[src/design/bucket_priority_ready_queue_defines.svh]
// assertion macros for the bucket priority ready queue
`ifndef BUCKET_PRIORITY_READY_QUEUE_DEFINES_SVH
`define BUCKET_PRIORITY_READY_QUEUE_DEFINES_SVH

`ifndef SYNTHESIS
// same-cycle implication, sampled on clk_i, off during reset
`define BPQ_ASSERT_IMPL(lbl, pre, post) \
  lbl: assert property (@(posedge clk_i) disable iff (!rst_ni) (pre) |-> (post)) \
    else $error("bucket queue check failed");
// next-cycle implication, sampled on clk_i, off during reset
`define BPQ_ASSERT_NEXT(lbl, pre, post) \
  lbl: assert property (@(posedge clk_i) disable iff (!rst_ni) (pre) |=> (post)) \
    else $error("bucket queue check failed");
`else
`define BPQ_ASSERT_IMPL(lbl, pre, post)
`define BPQ_ASSERT_NEXT(lbl, pre, post)
`endif

`endif

[src/design/bpq_pkg.sv]
// shared types, codes and defaults of the bucket priority ready queue
package bpq_pkg;

  // default sizes
  localparam int LevelsDef     = 50;
  localparam int CapacityDef   = 64;
  localparam int HandleBitsDef = 16;

  // request kinds
  localparam logic KindAdd    = 1'b0;
  localparam logic KindRemove = 1'b1;

  // result status codes
  localparam logic [2:0] StAdded   = 3'd0;
  localparam logic [2:0] StBadPrio = 3'd1;
  localparam logic [2:0] StFull    = 3'd2;
  localparam logic [2:0] StRemoved = 3'd3;
  localparam logic [2:0] StEmpty   = 3'd4;

  // input request
  typedef struct packed {
    logic        kind;
    logic [15:0] proc_handle;
    logic [5:0]  prio_level;
  } req_t;

  // result
  typedef struct packed {
    logic [2:0]  status;
    logic [15:0] out_handle;
    logic [5:0]  out_level;
    logic [6:0]  entry_count;
  } rsp_t;

  // row-wide command to every cell
  typedef struct packed {
    logic ins;
    logic rem;
  } ctrl_t;

endpackage

[src/design/bpq_cell.sv]
// one cell of the sorted entry row: holds one queued entry
module bpq_cell import bpq_pkg::*; #(
  parameter int HW = HandleBitsDef
) (
  input  logic          clk_i,
  input  logic          rst_ni,
  input  ctrl_t         ctrl_i,
  input  logic [5:0]    new_level_i,
  input  logic [HW-1:0] new_handle_i,
  input  logic          left_gt_i,
  input  logic          left_valid_i,
  input  logic [5:0]    left_level_i,
  input  logic [HW-1:0] left_handle_i,
  input  logic          right_valid_i,
  input  logic [5:0]    right_level_i,
  input  logic [HW-1:0] right_handle_i,
  output logic          valid_o,
  output logic [5:0]    level_o,
  output logic [HW-1:0] handle_o,
  output logic          gt_o
);

  logic          valid_q, valid_d;
  logic [5:0]    level_q, level_d;
  logic [HW-1:0] handle_q, handle_d;

  // this entry stays ahead of a new one only if strictly more urgent
  assign gt_o = valid_q && (level_q > new_level_i);

  // insert: keep, take the new entry, or take the left neighbor; remove: shift left
  always_comb begin
    valid_d  = valid_q;
    level_d  = level_q;
    handle_d = handle_q;
    if (ctrl_i.ins) begin
      if (!gt_o) begin
        if (left_gt_i) begin
          valid_d  = 1'b1;
          level_d  = new_level_i;
          handle_d = new_handle_i;
        end else begin
          valid_d  = left_valid_i;
          level_d  = left_level_i;
          handle_d = left_handle_i;
        end
      end
    end else if (ctrl_i.rem) begin
      valid_d  = right_valid_i;
      level_d  = right_level_i;
      handle_d = right_handle_i;
    end
  end

  // occupancy
  always_ff @(posedge clk_i or negedge rst_ni) begin
    if (!rst_ni) begin
      valid_q <= 1'b0;
    end else begin
      valid_q <= valid_d;
    end
  end

  // payload
  always_ff @(posedge clk_i) begin
    level_q  <= level_d;
    handle_q <= handle_d;
  end

  assign valid_o  = valid_q;
  assign level_o  = level_q;
  assign handle_o = handle_q;

endmodule

[src/design/bucket_priority_ready_queue.sv]
// bucket priority ready queue: the result is registered and valid in the cycle after the request is accepted;
// throughput one request per cycle while results are taken; a remove shifts the whole row
// of entry cells at once, an add shifts only the cells behind its insert point; the output register
// parts the two sides
// reset clears every cell valid bit, the entry count and the output valid bit at once
`include "bucket_priority_ready_queue_defines.svh"
module bucket_priority_ready_queue import bpq_pkg::*; #(
  parameter int LEVELS      = LevelsDef,
  parameter int CAPACITY    = CapacityDef,
  parameter int HANDLE_BITS = HandleBitsDef
) (
  input  logic clk_i,
  input  logic rst_ni,
  input  logic in_valid_i,
  output logic in_ready_o,
  input  req_t in_req_i,
  output logic out_valid_o,
  input  logic out_ready_i,
  output rsp_t out_rsp_o
);

  localparam int SB   = (HANDLE_BITS < 16) ? HANDLE_BITS : 16;
  localparam int CntW = $clog2(CAPACITY + 1);
  localparam logic [5:0]      LevelsV = 6'(LEVELS);
  localparam logic [CntW-1:0] CapV    = CntW'(CAPACITY);

  logic            out_valid_q;
  rsp_t            out_q;
  logic [CntW-1:0] count_q, count_d;
  logic            accept;
  logic            bad_prio, full;
  ctrl_t           ctrl;
  rsp_t            rsp_d;
  logic [SB-1:0]   new_handle;

  logic [CAPACITY-1:0] cell_valid;
  logic [CAPACITY-1:0] cell_gt;
  logic [5:0]          cell_level  [CAPACITY];
  logic [SB-1:0]       cell_handle [CAPACITY];

  logic [CntW+6:0] cnt_ext;
  logic [SB+15:0]  hnd_ext;

  // handshake: take a request whenever the output register is free or draining
  assign in_ready_o = !out_valid_q || out_ready_i;
  assign accept     = in_valid_i && in_ready_o;

  // request decode
  assign bad_prio   = (in_req_i.prio_level == 6'd0) || (in_req_i.prio_level > LevelsV);
  assign full       = (count_q == CapV);
  assign new_handle = in_req_i.proc_handle[SB-1:0];
  assign ctrl.ins   = accept && (in_req_i.kind == KindAdd) && !bad_prio && !full;
  assign ctrl.rem   = accept && (in_req_i.kind == KindRemove) && (count_q != '0);

  // entry count
  always_comb begin
    count_d = count_q;
    if (ctrl.ins) begin
      count_d = count_q + 1'b1;
    end else if (ctrl.rem) begin
      count_d = count_q - 1'b1;
    end
  end

  assign cnt_ext = {7'd0, count_d};
  assign hnd_ext = {16'd0, cell_handle[0]};

  // result; the head cell holds the most urgent, newest entry
  always_comb begin
    rsp_d.status      = StAdded;
    rsp_d.out_handle  = '0;
    rsp_d.out_level   = '0;
    rsp_d.entry_count = cnt_ext[6:0];
    if (in_req_i.kind == KindAdd) begin
      if (bad_prio) begin
        rsp_d.status = StBadPrio;
      end else if (full) begin
        rsp_d.status = StFull;
      end
    end else begin
      if (count_q == '0) begin
        rsp_d.status = StEmpty;
      end else begin
        rsp_d.status     = StRemoved;
        rsp_d.out_handle = hnd_ext[15:0];
        rsp_d.out_level  = cell_level[0];
      end
    end
  end

  // row of entry cells, sorted by priority, newest first among equals
  for (genvar i = 0; i < CAPACITY; i++) begin : g_cell
    logic          l_gt, l_valid, r_valid;
    logic [5:0]    l_level, r_level;
    logic [SB-1:0] l_handle, r_handle;

    if (i == 0) begin : g_head
      assign l_gt     = 1'b1;
      assign l_valid  = 1'b0;
      assign l_level  = '0;
      assign l_handle = '0;
    end else begin : g_mid
      assign l_gt     = cell_gt[i-1];
      assign l_valid  = cell_valid[i-1];
      assign l_level  = cell_level[i-1];
      assign l_handle = cell_handle[i-1];
    end

    if (i == CAPACITY - 1) begin : g_tail
      assign r_valid  = 1'b0;
      assign r_level  = '0;
      assign r_handle = '0;
    end else begin : g_body
      assign r_valid  = cell_valid[i+1];
      assign r_level  = cell_level[i+1];
      assign r_handle = cell_handle[i+1];
    end

    bpq_cell #(
      .HW (SB)
    ) u_cell (
      .clk_i          (clk_i),
      .rst_ni         (rst_ni),
      .ctrl_i         (ctrl),
      .new_level_i    (in_req_i.prio_level),
      .new_handle_i   (new_handle),
      .left_gt_i      (l_gt),
      .left_valid_i   (l_valid),
      .left_level_i   (l_level),
      .left_handle_i  (l_handle),
      .right_valid_i  (r_valid),
      .right_level_i  (r_level),
      .right_handle_i (r_handle),
      .valid_o        (cell_valid[i]),
      .level_o        (cell_level[i]),
      .handle_o       (cell_handle[i]),
      .gt_o           (cell_gt[i])
    );
  end

  // control registers
  always_ff @(posedge clk_i or negedge rst_ni) begin
    if (!rst_ni) begin
      out_valid_q <= 1'b0;
      count_q     <= '0;
    end else begin
      count_q <= count_d;
      if (accept) begin
        out_valid_q <= 1'b1;
      end else if (out_ready_i) begin
        out_valid_q <= 1'b0;
      end
    end
  end

  // result register
  always_ff @(posedge clk_i) begin
    if (accept) begin
      out_q <= rsp_d;
    end
  end

  assign out_valid_o = out_valid_q;
  assign out_rsp_o   = out_q;

  // checks
  `BPQ_ASSERT_IMPL(a_count_matches_cells, 1'b1, $countones(cell_valid) == count_q)
  `BPQ_ASSERT_IMPL(a_head_sorted, cell_valid[1], cell_level[0] >= cell_level[1])
  `BPQ_ASSERT_NEXT(a_remove_counts_down, ctrl.rem, count_q == $past(count_q) - 1'b1)

endmodule
[config.mk]
export PLATFORM = sky130hd
export DESIGN_NAME = bucket_priority_ready_queue
export DESIGN_NICKNAME = d
export VERILOG_FILES = /design/src/design/bpq_pkg.sv /design/src/design/bpq_cell.sv /design/src/design/bucket_priority_ready_queue.sv
export VERILOG_INCLUDE_DIRS = /design/src /design/src/design
export SDC_FILE = /design/constraint.sdc
export NUM_CORES = 2
export LEC_CHECK = 0
export BUFFER_PORTS_ARGS = -buffer_cell sky130_fd_sc_hd__buf_4
export CAP_MARGIN = 40
export CORE_MARGIN = 8
export CORE_UTILIZATION = 65
export DETAILED_ROUTE_END_ITERATION = 8
export PLACE_DENSITY = 0.81
export REMOVE_ABC_BUFFERS = 1
export SLEW_MARGIN = 20
export SYNTH_ARGS = -nofsm -noshare
export SYNTH_HDL_FRONTEND = slang
export SYNTH_HIERARCHICAL = 1
export SYNTH_SLANG_ARGS = --single-unit
[constraint.sdc]
create_clock -name clk_i -period 11.9 [get_ports clk_i]
set_input_delay 0 -clock clk_i [delete_from_list [all_inputs] [get_ports clk_i]]
set_output_delay 0 -clock clk_i [all_outputs]
set_load 0.05 [all_outputs]
==> results.toml <==
[status]
outcome = "finished, final reports clean"

[clocking]
clkLatencyLatePin_ns = 0.80
tritoncts = "done"
post_cts_buffers = 0
clk_path_buf_depth = 3
clk_pin_slew_ns = 0.06
cts_max_level = 4
cts.sink_count = 1512
cts_buffers = 159
clock-root-buffer = "clkbuf_16"

[grt]
antenna_found_initial = 2
grt_pass1_vias = 64021
grt-ovfl-total = 0
grt_max_degree = 247
grt_pass1_wl_mm = 348
track_usage = 0.292

[floorplan]
die_h_um = 382
ios = 61
initial_core_util = 0.654
coreArea_mm2 = 0.133
rows = 134
die_x_um = 382
dieArea_mm2 = 0.146

[detailed_routing]
num_vias = 63828
viasPerCell = 6.43
wl_per_cell_um = 22.3
drt-pass1-iter-count = 6
wirelength_mm = 221
detail_route.iter0.violations = 6725
ant_nets = 0
drcViolationCount = 0

[synth]
yosysUniqueCellTypes = 40
synth_cells = 8053
synth.largest_area_cell = "edfxtp_1"
synth-seq-cells = 1512
yosysWarnings = 6
synth.avg_cell_area_um2 = 10.8
seq_area_frac_synth = 0.517
ys_dominant_reg_cell = "edfxtp_1"
synth_edf_count = 1440
synth_most_common_cell = "a21oi_1"
synthTopCellsByArea = "edfxtp_1 50%, mux2i_1 17%, a21oi_1 8.8%"
synth_top_area_frac = 0.496
async_reset_ff_frac = 0.0476
synth_common_cells = "1,536 x a21oi_1, 1,477 x nor2_1, 1,472 x mux2i_1"
syn_area_mm2 = 0.0871

[setup_path]
critPathMaxStageDelay_ns = 0.80
cp_common_cell = "buf_4"
crit_chain = "nand2b_1, and2_1, buf_4, and4b_4, buf_12, buf_4, buf_4, nor2_1, a21oi_2, buf_4"
crit_buf_inv = 5
crit_path_top_delay_cell = "and4b_4"
arrival_ns = 5.58
path_max_fanout = 246
cp-end-kind = "flop"
setup.worst_path.class = "reg -> reg"
cp.required_ns = 12.36
setup.worst_path.start_class = "flop"
path_delay_family = "buffers and inverters"

[placement]
place.gp.congestion = 0.857
dp_hpwl_mm = 147
dpl_cell_area_mm2 = 0.0904
port_buffers = 60

[final_layout]
nFillCells = 8955
syn2layout_area_growth_pct = 10.2
multiInputGateArea_mm2 = 0.0389
drive_above_1_share = 0.0763
design_area_mm2 = 0.0960
antennaDiodeCount = 0
fin_nets = 8434
utilization = 0.720
regArea_mm2 = 0.0450

[sta]
fin_worst_skew_ns = 0.0237
rsz0062_at_grt = "no"
final_max_slew_viol_count = 0
fin_crit_sh = 0.430
tightest_slew_ns = 1.15
finalHoldViolations = 0
period_needed_ns = 5.12
tns_ns = 0
setup-violations-final = 0
max_freq_mhz = 195
maxSlewHeadroom = 0.234

[power_and_ir_drop]
cellPowerDensity_mw_per_mm2 = 156
pwr-share-clk = 0.330
ir_drop_uv = 150
power_switching_share = 0.294
power.net_switching_mw = 4.40
cellLeakagePower_nw = 35.0
pwr-share-comb = 0.196
p_seq_frac = 0.474
internal_power_mw = 10.6

[run]
cap_viol_max_count = 0

[worst_hold_path]
min-delay-path-class = "in -> reg"
-- through the flow --
step                      hold WS (ns)  std cells  power (mW)  worst slack, ns
after floorplan                 -0.296       7581        10.4           -68.04
after global placement         -0.0322       9526        9.78             7.10
after detailed placement       -0.0298       9589        10.0             6.98
after CTS                       0.0166       9909        14.9             7.01
after global routing             0.111       9919        15.5             6.56
final                            0.120       9919        14.9             6.78
-- per-layer routing --
layer,up-vias,part of all wire,track usage
met5,-,0,0
met4,0,0.033,0.102
met3,517,0.083,0.0502
met2,2903,0.48,0.481
met1,31120,0.41,0.392
li1,29288,-,-
-- state kept, by name (all words and copies together), names as in the netlist --
name                    flops
g_cell.u_cell/level_o     384
out_rsp_o                  32
out_valid_o                 1
g_cell.u_cell/valid_o      64
count_q                     7
g_cell.u_cell/handle_o   1024
-- path summary, 6_finish.rpt --
| path | start | to | slack [ns] | cells after the start |
|---|---|---|---|---|
| setup / recovery | out_valid_o$_DFFE_PN0P_ | g_cell[10].u_cell/handle_o[5]$_DFFE_PP_ | 6.78 | 10 |
| max in group asynchronous | rst_ni | g_cell[43].u_cell/valid_o$_DFFE_PN0P_ | 10.83 | 5 |
| hold reg to reg | g_cell[0].u_cell/handle_o[12]$_DFFE_PP_ | out_rsp_o[25]$_SDFFCE_PP0N_ | 0.56 | 1 |
| hold / removal | out_ready_i | out_valid_o$_DFFE_PN0P_ | 0.12 | 4 |
| min in group asynchronous | rst_ni | count_q[6]$_DFF_PN0_ | 0.30 | 4 |
| setup reg to reg | out_valid_o$_DFFE_PN0P_ | g_cell[10].u_cell/handle_o[5]$_DFFE_PP_ | 6.78 | 10 |
-- area by class of cell --
type | instances | share of cell area
flip-flops and latches | 1512 | 0.469
multi-input cells | 5681 | 0.405
clock buffers | 206 | 0.0446
repair buffers | 278 | 0.0342
well taps | 1768 | 0.0230
inverters | 388 | 0.0152
clock inverters | 86 | 0.00841
-- timing repair --
| action | 4_1_cts | 5_1_grt |
|---|---|---|
| hold endpoints to repair | 508 | 26 |
| hold buffers | 28 | 1 |
| gates resized for setup | 0 | 0 |
-- cells in the final DEF, fill, tap and decap left out, drive strengths merged --
| cell type | count |
|---|---|
| a21oi | 1536 |
| nor2 | 1477 |
| mux2i | 1472 |
| edfxtp | 1440 |
| inv | 396 |
| ha | 387 |
| buf | 250 |
| clkbuf | 206 |
| o21ai | 193 |
| a21o | 128 |
| dfrtp | 72 |
| nand2 | 65 |
| nand3 | 65 |
| nor2b | 65 |
| a31oi | 65 |
| nand4 | 64 |
| o21bai | 64 |
| clkinv | 64 |
| conb | 47 |
| dlygate4sd3 | 28 |
| and2 | 24 |
| bufinv | 12 |
| xnor2 | 6 |
| a41oi | 3 |
| nor4 | 3 |
| nor3 | 2 |
| a211o | 2 |
| nand2b | 2 |
| and3 | 2 |
| and4 | 2 |
| a22oi | 2 |
| clkinvlp | 2 |
| and4b | 2 |
| a32o | 1 |
| a211oi | 1 |
| o21a | 1 |
-- worst reg2reg max path, stage by stage (launching register included) --
cell and delay [ns]:
dfrtp_1 0.38, nand2b_1 0.13, and2_1 0.18, buf_4 0.40
and4b_4 0.80, buf_12 0.64, buf_4 0.99, buf_4 0.52
nor2_1 0.14, a21oi_2 0.27, buf_4 0.34
-- power by group through the flow --
stage	Combinational [mW]	Clock [mW]	Sequential, mW
floorplan	3.05	0	7.36
global placement	2.62	0	7.16
detailed placement	2.85	0	7.17
CTS	2.88	4.98	7.08
global route	3.20	5.18	7.14
finish	2.93	4.93	7.09
-- logic make-up (layout without fill, tap and decap cells) --
| logic type | count (synthesis) | count (layout) | synth area share |
|---|---|---|---|
| adder cells (fa/ha/maj) | 387 | 387 | 0.0556 |
| other | 2 | 47 | 0.0000862 |
| flip-flops | 1512 | 1512 | 0.517 |
| AND/OR/NAND/NOR | 1773 | 1773 | 0.0825 |
| XOR/XNOR | 6 | 6 | 0.000603 |
| buffers and inverters | 905 | 958 | 0.0484 |
| AO/OA/AOI/OAI | 1996 | 1996 | 0.127 |
| multiplexers | 1472 | 1472 | 0.169 |
Power figures use the tool's default switching activity.
